## src/hw/rtl/citi_pkg.sv

```systemverilog
`default_nettype none
// ----------------------------------------------------------------------------
// citi_pkg
// Shared types, widths and the silicon sample table of the index interpolator.
// ----------------------------------------------------------------------------
package citi_pkg;

    localparam int WL_W              = 16;
    localparam int VAL_W             = 32;
    localparam int OUT_W             = 32;
    localparam int FRAC_BITS         = 29;
    localparam int INT_BITS          = OUT_W - FRAC_BITS;
    localparam int ROM_DEPTH         = 33;
    localparam int ROM_AW            = $clog2(ROM_DEPTH);
    localparam int TABLE_ENTRIES_DEF = 33;
    localparam int SCALE_W           = 24;
    localparam int D_W               = WL_W + 1;
    localparam int PROD_W            = VAL_W + WL_W;
    localparam int NUM_W             = PROD_W + 1;
    localparam int DEN_W             = D_W + SCALE_W;
    localparam int CNT_W             = $clog2(OUT_W);

    // values are stored in units of 1e-7
    localparam logic [SCALE_W-1:0] VALUE_SCALE = SCALE_W'(10000000);

    typedef struct packed {
        logic [WL_W-1:0]  wl;
        logic [VAL_W-1:0] re;
        logic [VAL_W-1:0] im;
    } sample_t;

    function automatic sample_t rom_sample(input logic [ROM_AW-1:0] idx);
        sample_t s;
        case (idx)
            6'd0:    s = '{16'd1240,  32'd3060000,  32'd13800000};
            6'd1:    s = '{16'd1305,  32'd3320000,  32'd15100000};
            6'd2:    s = '{16'd1378,  32'd3670000,  32'd16600000};
            6'd3:    s = '{16'd1459,  32'd4140000,  32'd18200000};
            6'd4:    s = '{16'd1550,  32'd4780000,  32'd20000000};
            6'd5:    s = '{16'd1653,  32'd5630000,  32'd22100000};
            6'd6:    s = '{16'd1771,  32'd6820000,  32'd24500000};
            6'd7:    s = '{16'd1907,  32'd8470000,  32'd27300000};
            6'd8:    s = '{16'd2066,  32'd11100000, 32'd30500000};
            6'd9:    s = '{16'd2254,  32'd13400000, 32'd33020000};
            6'd10:   s = '{16'd2480,  32'd15700000, 32'd35650000};
            6'd11:   s = '{16'd2755,  32'd24510000, 32'd50820000};
            6'd12:   s = '{16'd3100,  32'd50100000, 32'd36500000};
            6'd13:   s = '{16'd3306,  32'd51050000, 32'd31110000};
            6'd14:   s = '{16'd3542,  32'd56100000, 32'd30140000};
            6'd15:   s = '{16'd3815,  32'd63890000, 32'd8800000};
            6'd16:   s = '{16'd4133,  32'd52220000, 32'd2690000};
            6'd17:   s = '{16'd4275,  32'd49610000, 32'd2030000};
            6'd18:   s = '{16'd4428,  32'd47530000, 32'd1630000};
            6'd19:   s = '{16'd4592,  32'd45830000, 32'd1300000};
            6'd20:   s = '{16'd4769,  32'd44420000, 32'd900000};
            6'd21:   s = '{16'd4959,  32'd43200000, 32'd730000};
            6'd22:   s = '{16'd5166,  32'd42150000, 32'd600000};
            6'd23:   s = '{16'd5391,  32'd41230000, 32'd480000};
            6'd24:   s = '{16'd5636,  32'd40420000, 32'd320000};
            6'd25:   s = '{16'd5904,  32'd39690000, 32'd300000};
            6'd26:   s = '{16'd6199,  32'd39060000, 32'd220000};
            6'd27:   s = '{16'd6526,  32'd38470000, 32'd160000};
            6'd28:   s = '{16'd6888,  32'd37960000, 32'd130000};
            6'd29:   s = '{16'd7293,  32'd37520000, 32'd100000};
            6'd30:   s = '{16'd7749,  32'd37140000, 32'd80000};
            6'd31:   s = '{16'd8266,  32'd36730000, 32'd50000};
            6'd32:   s = '{16'd12400, 32'd35163000, 32'd15};
            default: s = '0;
        endcase
        return s;
    endfunction

endpackage
`default_nettype wire

```

## src/hw/rtl/citi_div.sv

```systemverilog
`default_nettype none
// ----------------------------------------------------------------------------
// citi_div
// Restoring divider, one quotient bit per cycle for two numerators that share
// one denominator. Quotient is floor(num * 2^FRAC_BITS / den), OUT_W bits.
// ----------------------------------------------------------------------------
module citi_div (
    input  wire logic                       clk,
    input  wire logic                       rst_n,
    input  wire logic                       start,
    input  wire logic [citi_pkg::NUM_W-1:0] num_a,
    input  wire logic [citi_pkg::NUM_W-1:0] num_b,
    input  wire logic [citi_pkg::DEN_W-1:0] den,
    output logic                            done,
    output logic      [citi_pkg::OUT_W-1:0] quo_a,
    output logic      [citi_pkg::OUT_W-1:0] quo_b
);
    import citi_pkg::*;

    logic                 busy_reg;
    logic                 done_reg;
    logic [CNT_W-1:0]     cnt_reg;
    logic [DEN_W-1:0]     den_reg;
    logic [DEN_W-1:0]     rem_a_reg;
    logic [DEN_W-1:0]     rem_b_reg;
    logic [OUT_W-1:0]     feed_a_reg;
    logic [OUT_W-1:0]     feed_b_reg;
    logic [OUT_W-1:0]     quo_a_reg;
    logic [OUT_W-1:0]     quo_b_reg;
    logic [DEN_W:0]       trial_a;
    logic [DEN_W:0]       trial_b;
    logic                 take_a;
    logic                 take_b;

    assign trial_a = {rem_a_reg, feed_a_reg[OUT_W-1]};
    assign trial_b = {rem_b_reg, feed_b_reg[OUT_W-1]};
    assign take_a  = trial_a >= {1'b0, den_reg};
    assign take_b  = trial_b >= {1'b0, den_reg};

    always_ff @(posedge clk or negedge rst_n)
    begin
        if (!rst_n)
        begin
            busy_reg <= 1'b0;
            done_reg <= 1'b0;
            cnt_reg  <= '0;
        end
        else
        begin
            done_reg <= 1'b0;
            if (start)
            begin
                busy_reg <= 1'b1;
                cnt_reg  <= '0;
            end
            else if (busy_reg)
            begin
                cnt_reg <= cnt_reg + CNT_W'(1);
                if (cnt_reg == CNT_W'(OUT_W - 1))
                begin
                    busy_reg <= 1'b0;
                    done_reg <= 1'b1;
                end
            end
        end
    end

    // The integer part never reaches den, so the top bits seed the remainder.
    always_ff @(posedge clk)
    begin
        if (start)
        begin
            den_reg    <= den;
            rem_a_reg  <= DEN_W'(num_a >> INT_BITS);
            rem_b_reg  <= DEN_W'(num_b >> INT_BITS);
            feed_a_reg <= OUT_W'(num_a << FRAC_BITS);
            feed_b_reg <= OUT_W'(num_b << FRAC_BITS);
            quo_a_reg  <= '0;
            quo_b_reg  <= '0;
        end
        else if (busy_reg)
        begin
            rem_a_reg  <= take_a ? DEN_W'(trial_a - {1'b0, den_reg}) : trial_a[DEN_W-1:0];
            rem_b_reg  <= take_b ? DEN_W'(trial_b - {1'b0, den_reg}) : trial_b[DEN_W-1:0];
            feed_a_reg <= feed_a_reg << 1;
            feed_b_reg <= feed_b_reg << 1;
            quo_a_reg  <= {quo_a_reg[OUT_W-2:0], take_a};
            quo_b_reg  <= {quo_b_reg[OUT_W-2:0], take_b};
        end
    end

    assign done  = done_reg;
    assign quo_a = quo_a_reg;
    assign quo_b = quo_b_reg;

endmodule
`default_nettype wire

```

## config.mk

```make
export PLATFORM = sky130hd
export DESIGN_NAME = citi_div
export DESIGN_NICKNAME = d
export VERILOG_FILES = /design/src/hw/rtl/citi_pkg.sv /design/src/hw/rtl/citi_div.sv
export SDC_FILE = /design/constraint.sdc
export NUM_CORES = 1
export LEC_CHECK = 0
export BUFFER_PORTS_ARGS = -buffer_cell sky130_fd_sc_hd__buf_2
export CAP_MARGIN = 20
export CORE_UTILIZATION = 58
export DETAILED_ROUTE_END_ITERATION = 10
export GPL_TIMING_DRIVEN = 0
export PLACE_DENSITY = 0.93
export SLEW_MARGIN = 0
export SYNTH_ARGS = -nofsm -noshare
export SYNTH_HDL_FRONTEND = slang
export SYNTH_SLANG_ARGS = --single-unit
```

## constraint.sdc

```tcl
create_clock -name clk -period 4.6 [get_ports clk]
set_input_delay 0.46 -clock clk [delete_from_list [all_inputs] [get_ports clk]]
set_output_delay 0.46 -clock clk [all_outputs]
set_load 0.05 [all_outputs]
```

==> results of run 1 <==
-- worst max-delay path: stages, from the launching register on --
cell	delay, ps
edfxtp_1	480
inv_1	100
ha_1	150
inv_1	50
fa_1	410
a21o_1	210
a221oi_2	400
o211ai_2	200
a41oi_2	360
a21oi_2	170
o31a_1	340
a311oi_2	420
buf_6	230
mux2_2	370
mux2_2	260
-- per-layer routing --
layer	up-vias	wire length [µm]	track usage, %
li1	5300	-	-
met5	-	25	0
met2	528	17200	53.1
met1	5331	14600	41.1
met4	4	1020	12.4
met3	74	3530	6.90
-- power groups by stage --
stage	clock (mW)	combinational [mW]	sequential, mW
6_report	1.66	5.69	2.78
3_3_place_gp	0	5.37	2.78
3_5_place_dp	0	5.52	2.79
5_1_grt	1.73	6.26	2.82
2_1_floorplan	0	4.34	2.73
4_1_cts	1.67	5.58	2.77
-- path summary, 6_finish.rpt --
check | from | end | slack (ps) | depth (start not counted)
max in group asynchronous | rst_n | cnt_reg[1] | 4060 | 2
min reg2reg | quo_b[21] | quo_b[22] | 530 | 2
max reg2reg | feed_b_reg[31] | rem_b_reg[20] | 210 | 14
min | den[36] | den_reg[36] | 170 | 1
max | feed_b_reg[31] | rem_b_reg[20] | 210 | 14
min in group asynchronous | rst_n | cnt_reg[4] | 370 | 2
-- layout make-up --
| class | count | area [µm²] | share of cell area [%] |
|---|---|---|---|
| diodes | 2 | 5.00 | 0.0334 |
| well taps | 280 | 350 | 2.34 |
| inverters | 64 | 240 | 1.60 |
| clock inverters | 15 | 228 | 1.52 |
| flip-flops and latches | 200 | 5330 | 35.5 |
| plain buffers | 64 | 282 | 1.88 |
| multi-input cells | 1006 | 7100 | 47.3 |
| repair buffers | 199 | 1040 | 6.93 |
| clock buffers | 17 | 425 | 2.84 |
-- metrics by stage --
stage / cell area (µm²) / setup WS [ps] / setup TNS (ps) / hold WS (ps)
2_1_floorplan: 12900 / 1030 / 0 / 164
4_1_cts: 15000 / 300 / 0 / 166
5_1_grt: 15000 / 83.6 / 0 / 168
6_report: 15000 / 207 / 0 / 171
3_3_place_gp: 14300 / -525 / -45560 / 296
3_5_place_dp: 14300 / 359 / 0 / 302
-- cell usage in the layout (no fill, tap or decap), drive strengths merged, types with 6 or more instances in the layout --
cell type / synthesis / routed
mux2: 72 / 72
and3: 12 / 12
a211oi: 8 / 8
clkbuf: 45 / 62
xor2: 36 / 36
nor2: 124 / 124
a21o: 38 / 38
nor2b: 21 / 21
dfrtp: 7 / 7
buf: 19 / 217
o21ai: 84 / 84
o21bai: 9 / 9
a31oi: 12 / 12
o21a: 11 / 11
nand4: 17 / 17
xnor2: 41 / 41
edfxtp: 129 / 129
nor3b: 6 / 6
ha: 84 / 84
nand3: 18 / 18
o211ai: 6 / 6
a21oi: 113 / 113
nand2b: 7 / 7
a221o: 7 / 7
nor3: 18 / 18
mux2i: 73 / 73
nand2: 114 / 114
inv: 64 / 74
dfxtp: 64 / 64
-- kinds of logic after synthesis --
group | share of synthesized area (%)
AOI/OAI and AO/OA | 16.3
xor gates and xnor gates | 5.21
adders and majority gates | 8.43
buffers and inverters | 4.03
DFF | 41.2
muxes | 11.9
and+or+nand+nor | 13.0
==> results.cfg, run 1 <==
[status]
status = completed

[sta]
rsz0062_at_grt = no
finalMaxSlewViolations = 0
fin_crit_sh_pct = 95.5
fmax_mhz = 228
finalClockSkew_ps = 17.8
setup_viol = 0
tightest_slew_ps = 881
min_period_ps = 4390
slew_headroom_pct = 40.5
hold_viol = 0

[routing]
vias = 11237
drc = 0
drt_pass1_iterations = 6
wirelength_mm = 36.4
vias_per_cell = 6.08
wl_per_cell_um = 19.7
drt_iter0_markers = 897
ant_nets = 0

[yosys]
yosysWarnings = 0
ys.flop_type = edfxtp_1
async_flop_share_pct = 3.50
synth-seq-cells = 200
synth_commonest_cells = edfxtp_1, nor2_1, nand2_1, a21oi_1, ha_1
yosysMostFrequentCell = edfxtp_1
avgSynthCellArea_um2 = 9.70
ys_types = 73
ys_seq_area_share_pct = 41.2
synth.area.top_cells = edfxtp_1, dfxtp_1, ha_1
synth_edf_count = 129
yosys.area.top_type = edfxtp_1
yosysTopAreaCellShare_pct = 29.9
syn_nets = 1562
netlist_instances = 1334
syn_area_mm2 = 0.0129

[global_route]
overflow = 0
grt_util_all_layers_pct = 32.2
grt_max_degree = 65
grt_pass1_wl_mm = 56.2
grt_pass1_vias = 10901
antenna_found_initial = 4

[critical_path]
worst-setup-path-type = register to register
worstPathArrival_ps = 4600
path_max_fanout = 10
worstSetupEndpointType = register
cp-start-kind = register
worstPathRequired_ps = 4810

[power_and_ir_drop]
seq_power_share_pct = 27.5
ir_drop_v = 0.000336
p_leak_nw = 6.98
p_switching_mw = 4.39
power_mw = 10.1
p_per_area_mw_per_mm2 = 676
power.internal_mw = 5.75
comb_power_share_pct = 56.1
clockPowerShare_pct = 16.4
sw_frac_of_total_pct = 43.3

[cts]
cts_resized = 0
cts_tree = yes
cts_hold_buffers = 1
clkTransAtPathRegs_ps = 90
clock_sinks = 200
clk_latency_ps = 460
cts_setup_buffers = 0
cts_buffer_depth = 2
cts_root_buf = clkbuf_16
htreeDepth = 4
numCtsBuffers = 17

[cells_and_area]
instances_no_fill = 1847
drive_above_1_share_pct = 21.5
nets = 1780
n_fill_cell = 1647
area_delta_synth_final_pct = 15.8
utilization_pct = 68.7

[floorplan]
die_h_um = 151
die_area_mm2 = 0.0229
start_util_pct = 59.3
core-area_mm2 = 0.0218
io_pins = 207
die_w_um = 151
row_count = 54

[place]
hpwlAfterDp_mm = 27.2
routabilityCongestion = 0.944
dp.cells = 1811
portBuffers = 196

[flow_run]
maxCapViolCount = 0

[min_path]
hp-class = input pin to register
Power figures use the tool's default switching activity.
==> inputs of run 2 (changes only) <==
ABC_AREA = 1   (was unset)
CORE_UTILIZATION = 59   (was 58)
RECOVER_POWER = 25   (was unset)
==> run 2 against run 1 <==
  * Synthesized cell count grew 70%
  * Routed wire length grew 45%
  * Area after synthesis rose by 18%
  * Critical path type is now input pin to register
  * Hold slack lost 7.1 ps
  * Cell count increased by 53%
  * Die area up 16%
  * Clock-buffer cell count is the same
  * Register-to-register slack improved by 1500 ps
  * Sequential cell count stayed put
  * Utilization hardly changed
  * Sequential power fell by 4%
==> results.cfg, run 2 <==
[yosys]
yosysTopAreaCellShare_pct = 25.4
yosysWarnings = 0
ys_types = 42
synth_top_family_by_area = simple AND/OR/NAND/NOR gates
synth_commonest_cells = nand2_1, inv_1, nor2_1, nand3_1, edfxtp_1
avgSynthCellArea_um2 = 6.72
async_flop_share_pct = 3.50
synth_mux_area_share_pct = 0
synth-seq-cells = 200
ys.flop_type = edfxtp_1
yosysMostFrequentCell = nand2_1
synth.area.top_cells = edfxtp_1, nand2_1, inv_1
netlist_instances = 2272
synth_adder_area_share_pct = 7.15
synth_edf_count = 129
synth_compound_area_share_pct = 6.67
synth_xor_area_share_pct = 2.53
ys_seq_area_share_pct = 34.9
synthSimpleGateAreaFrac_pct = 36.1
yosys.area.top_type = edfxtp_1
syn_nets = 2500
syn_area_mm2 = 0.0153

[cells_and_area]
area_delta_synth_final_pct = 13.7
nets = 2718
final_common_cell = nand2_1
instances_no_fill = 2834
drive_above_1_share_pct = 11.9
final_cell_mix = nand2_1, inv_1, buf_2

[floorplan]
die_h_um = 163
die_area_mm2 = 0.0265
io_pins = 207
core-area_mm2 = 0.0253
die_w_um = 163
row_count = 58
start_util_pct = 60.4

[critical_path]
worstSetupEndpointType = register
worstPathRequired_ps = 4710
path_max_fanout = 61
worst-setup-path-type = input pin to register
cp-start-kind = input pin
worstPathArrival_ps = 3270

[sta]
tightest_slew_ps = 961
finalClockSkew_ps = 27.2
fmax_mhz = 317
min_period_ps = 3160
slew_headroom_pct = 35.9
hold_viol = 0
setup_viol = 0
finalMaxSlewViolations = 0
rsz0062_at_grt = no
fin_crit_sh_pct = 68.7
tns_ps = 0

[power_and_ir_drop]
ir_drop_v = 0.000358
p_per_area_mw_per_mm2 = 637
p_leak_nw = 9.15

[cts]
htreeDepth = 4
cts_root_buf = clkbuf_16
clk_latency_ps = 460
cts_buffer_depth = 2
numCtsBuffers = 17
clock_sinks = 200
cts_resized = 0
clkTransAtPathRegs_ps = 110
cts_tree = yes

[routing]
met3WireLength_mm = 4.40
drc = 0
vias_per_cell = 5.55
drt_pass1_iterations = 6
drt_iter0_markers = 1580
wirelength_met1_mm = 20.9
vias = 15739
wirelength_mm = 52.7
wl_per_cell_um = 18.6
wl_met2_mm = 24.5
ant_nets = 0
route.top_layer_used = met5

[global_route]
grt_max_degree = 62
antenna_found_initial = 3
overflow = 0
grt_util_all_layers_pct = 39.5
grt_pass1_wl_mm = 78.5
grt_pass1_vias = 14831

[place]
routabilityCongestion = 0.994
hpwlAfterDp_mm = 41.7
portBuffers = 196
dp.cells = 2799

[min_path]
hp-class = input pin to register

[status]
status = completed

[flow_run]
maxCapViolCount = 0
## run 2: routing by layer
metal  up-vias  track usage [%]
met5         -                0
met4         4             21.1
met3       173             6.19
met2       802             65.8
met1      7190             49.0
li1       7570                -
## run 2: logic make-up after synthesis
| kind of cell | after synthesis |
|---|---|
| AO/OA/AOI/OAI | 183 |
| XOR/XNOR | 44 |
| adder cells (fa/ha/maj) | 86 |
| buffers and inverters | 480 |
| flip-flops | 200 |
| AND/OR/NAND/NOR | 1279 |
## run 2: cell type report
cell class	instances	area [µm²]
multi-input cells	1592	8010
fillers	2228	7900
flip-flops and latches	200	5330
inverters	425	1600
repair buffers	199	1020
clock buffers	17	425
well taps	330	413
plain buffers	55	332
clock inverters	15	230
diodes	1	2.50
## run 2: what timing repair did
action | in CTS | in global routing
endpoints found under the hold margin | 7 | 0
hold buffers | 1 | 0
buffers inserted | 0 | 0
## run 2: stage by stage
step	utilization [%]	setup slack, ps	hold slack (ps)	instance area, µm²	total power, mW
3_5_place_dp	66.1	861	300	16700	9.09
6_report	68.7	1440	164	17400	11.1
5_1_grt	68.7	1380	167	17400	11.8
3_3_place_gp	65.9	-2320	300	16700	8.98
4_1_cts	68.7	1330	165	17400	10.9
2_1_floorplan	-	602	164	15300	7.46
## run 2: final timing paths
check,from,slack (ps),depth (start not counted),endpoint
max in group asynchronous,rst_n,3860,2,cnt_reg[4]
worst max-delay path,start,1440,6,rem_b_reg[31]
worst max register to register,feed_a_reg[31],1730,15,rem_a_reg[39]
worst min-delay path,den[12],160,1,den_reg[12]
worst min register to register,quo_b[15],490,2,quo_b[15]
min in group asynchronous,rst_n,440,2,cnt_reg[1]
## run 2: critical path: stages
cell and delay, ps:
clkbuf_1 700, buf_12 310, clkinv_1 340, nand2_1 420, clkbuf_4 580, buf_16 350
## run 2: power by group
part / internal [mW] / total (mW) / switching (mW)
combinational: 2.32 / 6.64 / 4.32
sequential: 2.43 / 2.68 / 0.253
clock: 0.792 / 1.73 / 0.936
total: 5.54 / 11.1 / 5.51
==> inputs of run 3 (changes only) <==
CORE_UTILIZATION = 54   (was 59)
PLACE_DENSITY = 0.91   (was 0.93)
clock period = 2.6 ns   (was 4.6 ns; I/O delays follow)
==> run 3 against run 2 <==
  * The flow now finishes with violations (negative setup slack)
  * Routed wire length up 5.5%
  * Largest cell class unchanged
  * Critical path depth rose by 8
  * Global-route usage fell by 1.2 points
  * Highest routed layer is now met4
  * Via count grew 2.6%
  * First-iteration DRC count is 7.0% higher
  * Worst setup slack lost 1400 ps
  * Clock skew shrank 5.3 ps
  * Cell count rose by 3.3%
==> results.cfg, run 3 (same netlist as run 2, synthesis figures left out) <==
[cells_and_area]
area_delta_synth_final_pct = 22.2
diodes = 0
utilization_pct = 67.1
final_common_cell = nand2_1
nets = 2764
final_cell_mix = nand2_1, inv_1, buf_2
drive_above_1_share_pct = 17.4

[routing]
ant_nets = 0
vias = 16153
drc = 0
drt_iter0_markers = 1691
drt_pass1_iterations = 8
wl_per_cell_um = 19.0
wirelength_mm = 55.6
vias_per_cell = 5.52

[cts]
htreeDepth = 4
cts_buffer_depth = 2
cts_tree = yes
clk_latency_ps = 480
cts_root_buf = clkbuf_16
numCtsBuffers = 17
clkTransAtPathRegs_ps = 90
clock_sinks = 200

[global_route]
grt_max_degree = 51
grt_pass1_wl_mm = 82.5
grt_util_all_layers_pct = 38.2
overflow = 0
grt_pass1_vias = 15430
antenna_found_initial = 0

[critical_path]
r2r_cells = 14
worstPathArrival_ps = 2830
slowest_delay_ps = 400
crit_chain = inv_2, ha_1, nand2_2, nor2_4, nand3_1, nor2_2, nand2_1, nor2_4, nor2_8, nand2_8, buf_6, nand2_1, nand3_1, nand2_1
worst-setup-path-type = register to register
cp-start-kind = register
slowest_stage = edfxtp_1
worstPathRequired_ps = 2820
worstSetupEndpointType = register
path_common_cell = nand2_1
path_max_fanout = 10

[flow_run]
maxCapViolCount = 0

[floorplan]
row_count = 61
start_util_pct = 54.9
io_pins = 207
core-area_mm2 = 0.0278
die_h_um = 170
die_area_mm2 = 0.0289
die_w_um = 170

[sta]
fmax_mhz = 384
fin_crit_sh_pct = 100
finalMaxSlewViolations = 0
worst_slack_ps = -2.35
hold_viol = 0
slew_headroom_pct = 34.8
min_period_ps = 2600
finalClockSkew_ps = 21.9
tightest_slew_ps = 977
rsz0062_at_grt = yes
whs_ps = 45.5
setup_viol = 2

[place]
hpwlAfterDp_mm = 41.8
routabilityCongestion = 1.02
portBuffers = 196

[power_and_ir_drop]
p_leak_nw = 9.38
p_per_area_mw_per_mm2 = 1120
ir_drop_v = 0.000690

[min_path]
whs_path_depth = 3
hp-class = input pin to register

[status]
violations = negative setup slack
status = finished with violations
run 3: final timing paths:
check / from / endpoint / slack [ps]
setup / recovery: den_reg[7] / rem_a_reg[8] / -2
hold / removal: num_a[36] / rem_a_reg[33] / 50
setup reg to reg: den_reg[7] / rem_a_reg[8] / -2
hold reg to reg: quo_b[15] / quo_b[15] / 500
max in group asynchronous: rst_n / cnt_reg[1] / 2070
min in group asynchronous: rst_n / cnt_reg[2] / 240
run 3: layout make-up:
| class | count | area, µm² |
|---|---|---|
| clock buffers | 17 | 425 |
| flip-flops and latches | 200 | 5330 |
| well taps | 378 | 473 |
| inverters | 425 | 1600 |
| repair buffers | 245 | 1460 |
| plain buffers | 55 | 404 |
| clock inverters | 15 | 221 |
| multi-input cells | 1592 | 8730 |
| fillers | 2432 | 9130 |
run 3: repair_timing:
| action | in CTS | in global routing |
|---|---|---|
| hold buffers | 42 | 0 |
| pin swaps | 1 | 12 |
| buffers inserted | 1 | 5 |
| endpoints found under the setup margin | 154 | 123 |
| endpoints found under the hold margin | 48 | 0 |
| gates resized for setup | 64 | 116 |
run 3: worst max-delay path, delay by kind of cell, from the launching register on:
family | cells | cell delay, ps
adders and majority gates | 1 | 370
buffers and inverters | 2 | 270
DFF | 1 | 400
and+or+nand+nor | 11 | 1290
run 3: where the power goes:
group | switching (mW) | internal (mW)
registers | 0.601 | 4.31
clock network | 1.61 | 1.37
logic | 8.10 | 4.87
total | 10.3 | 10.6
run 3: stage by stage:
step           total power, mW  cell area, µm²  setup WS, ps  TNS (ps)  instances
4_1_cts                   19.7           18200          1.06         0       2922
2_1_floorplan             13.2           15300          4.45         0       2272
3_3_place_gp              16.0           16700         -1930   -213670       2846
3_5_place_dp              16.2           16700         -1040   -120040       2847
6_report                  20.9           18600         -2.35     -4.42       2927
5_1_grt                   22.2           18600         -57.7      -656       2927
run 3: per-layer routing:
layer | wire (µm) | vias to the layer above | track usage (%)
met5 | 0 | - | 0
met4 | 3070 | 0 | 22.3
met3 | 4840 | 194 | 8.67
met2 | 25900 | 823 | 63.6
met1 | 21800 | 7466 | 45.2
li1 | - | 7670 | -
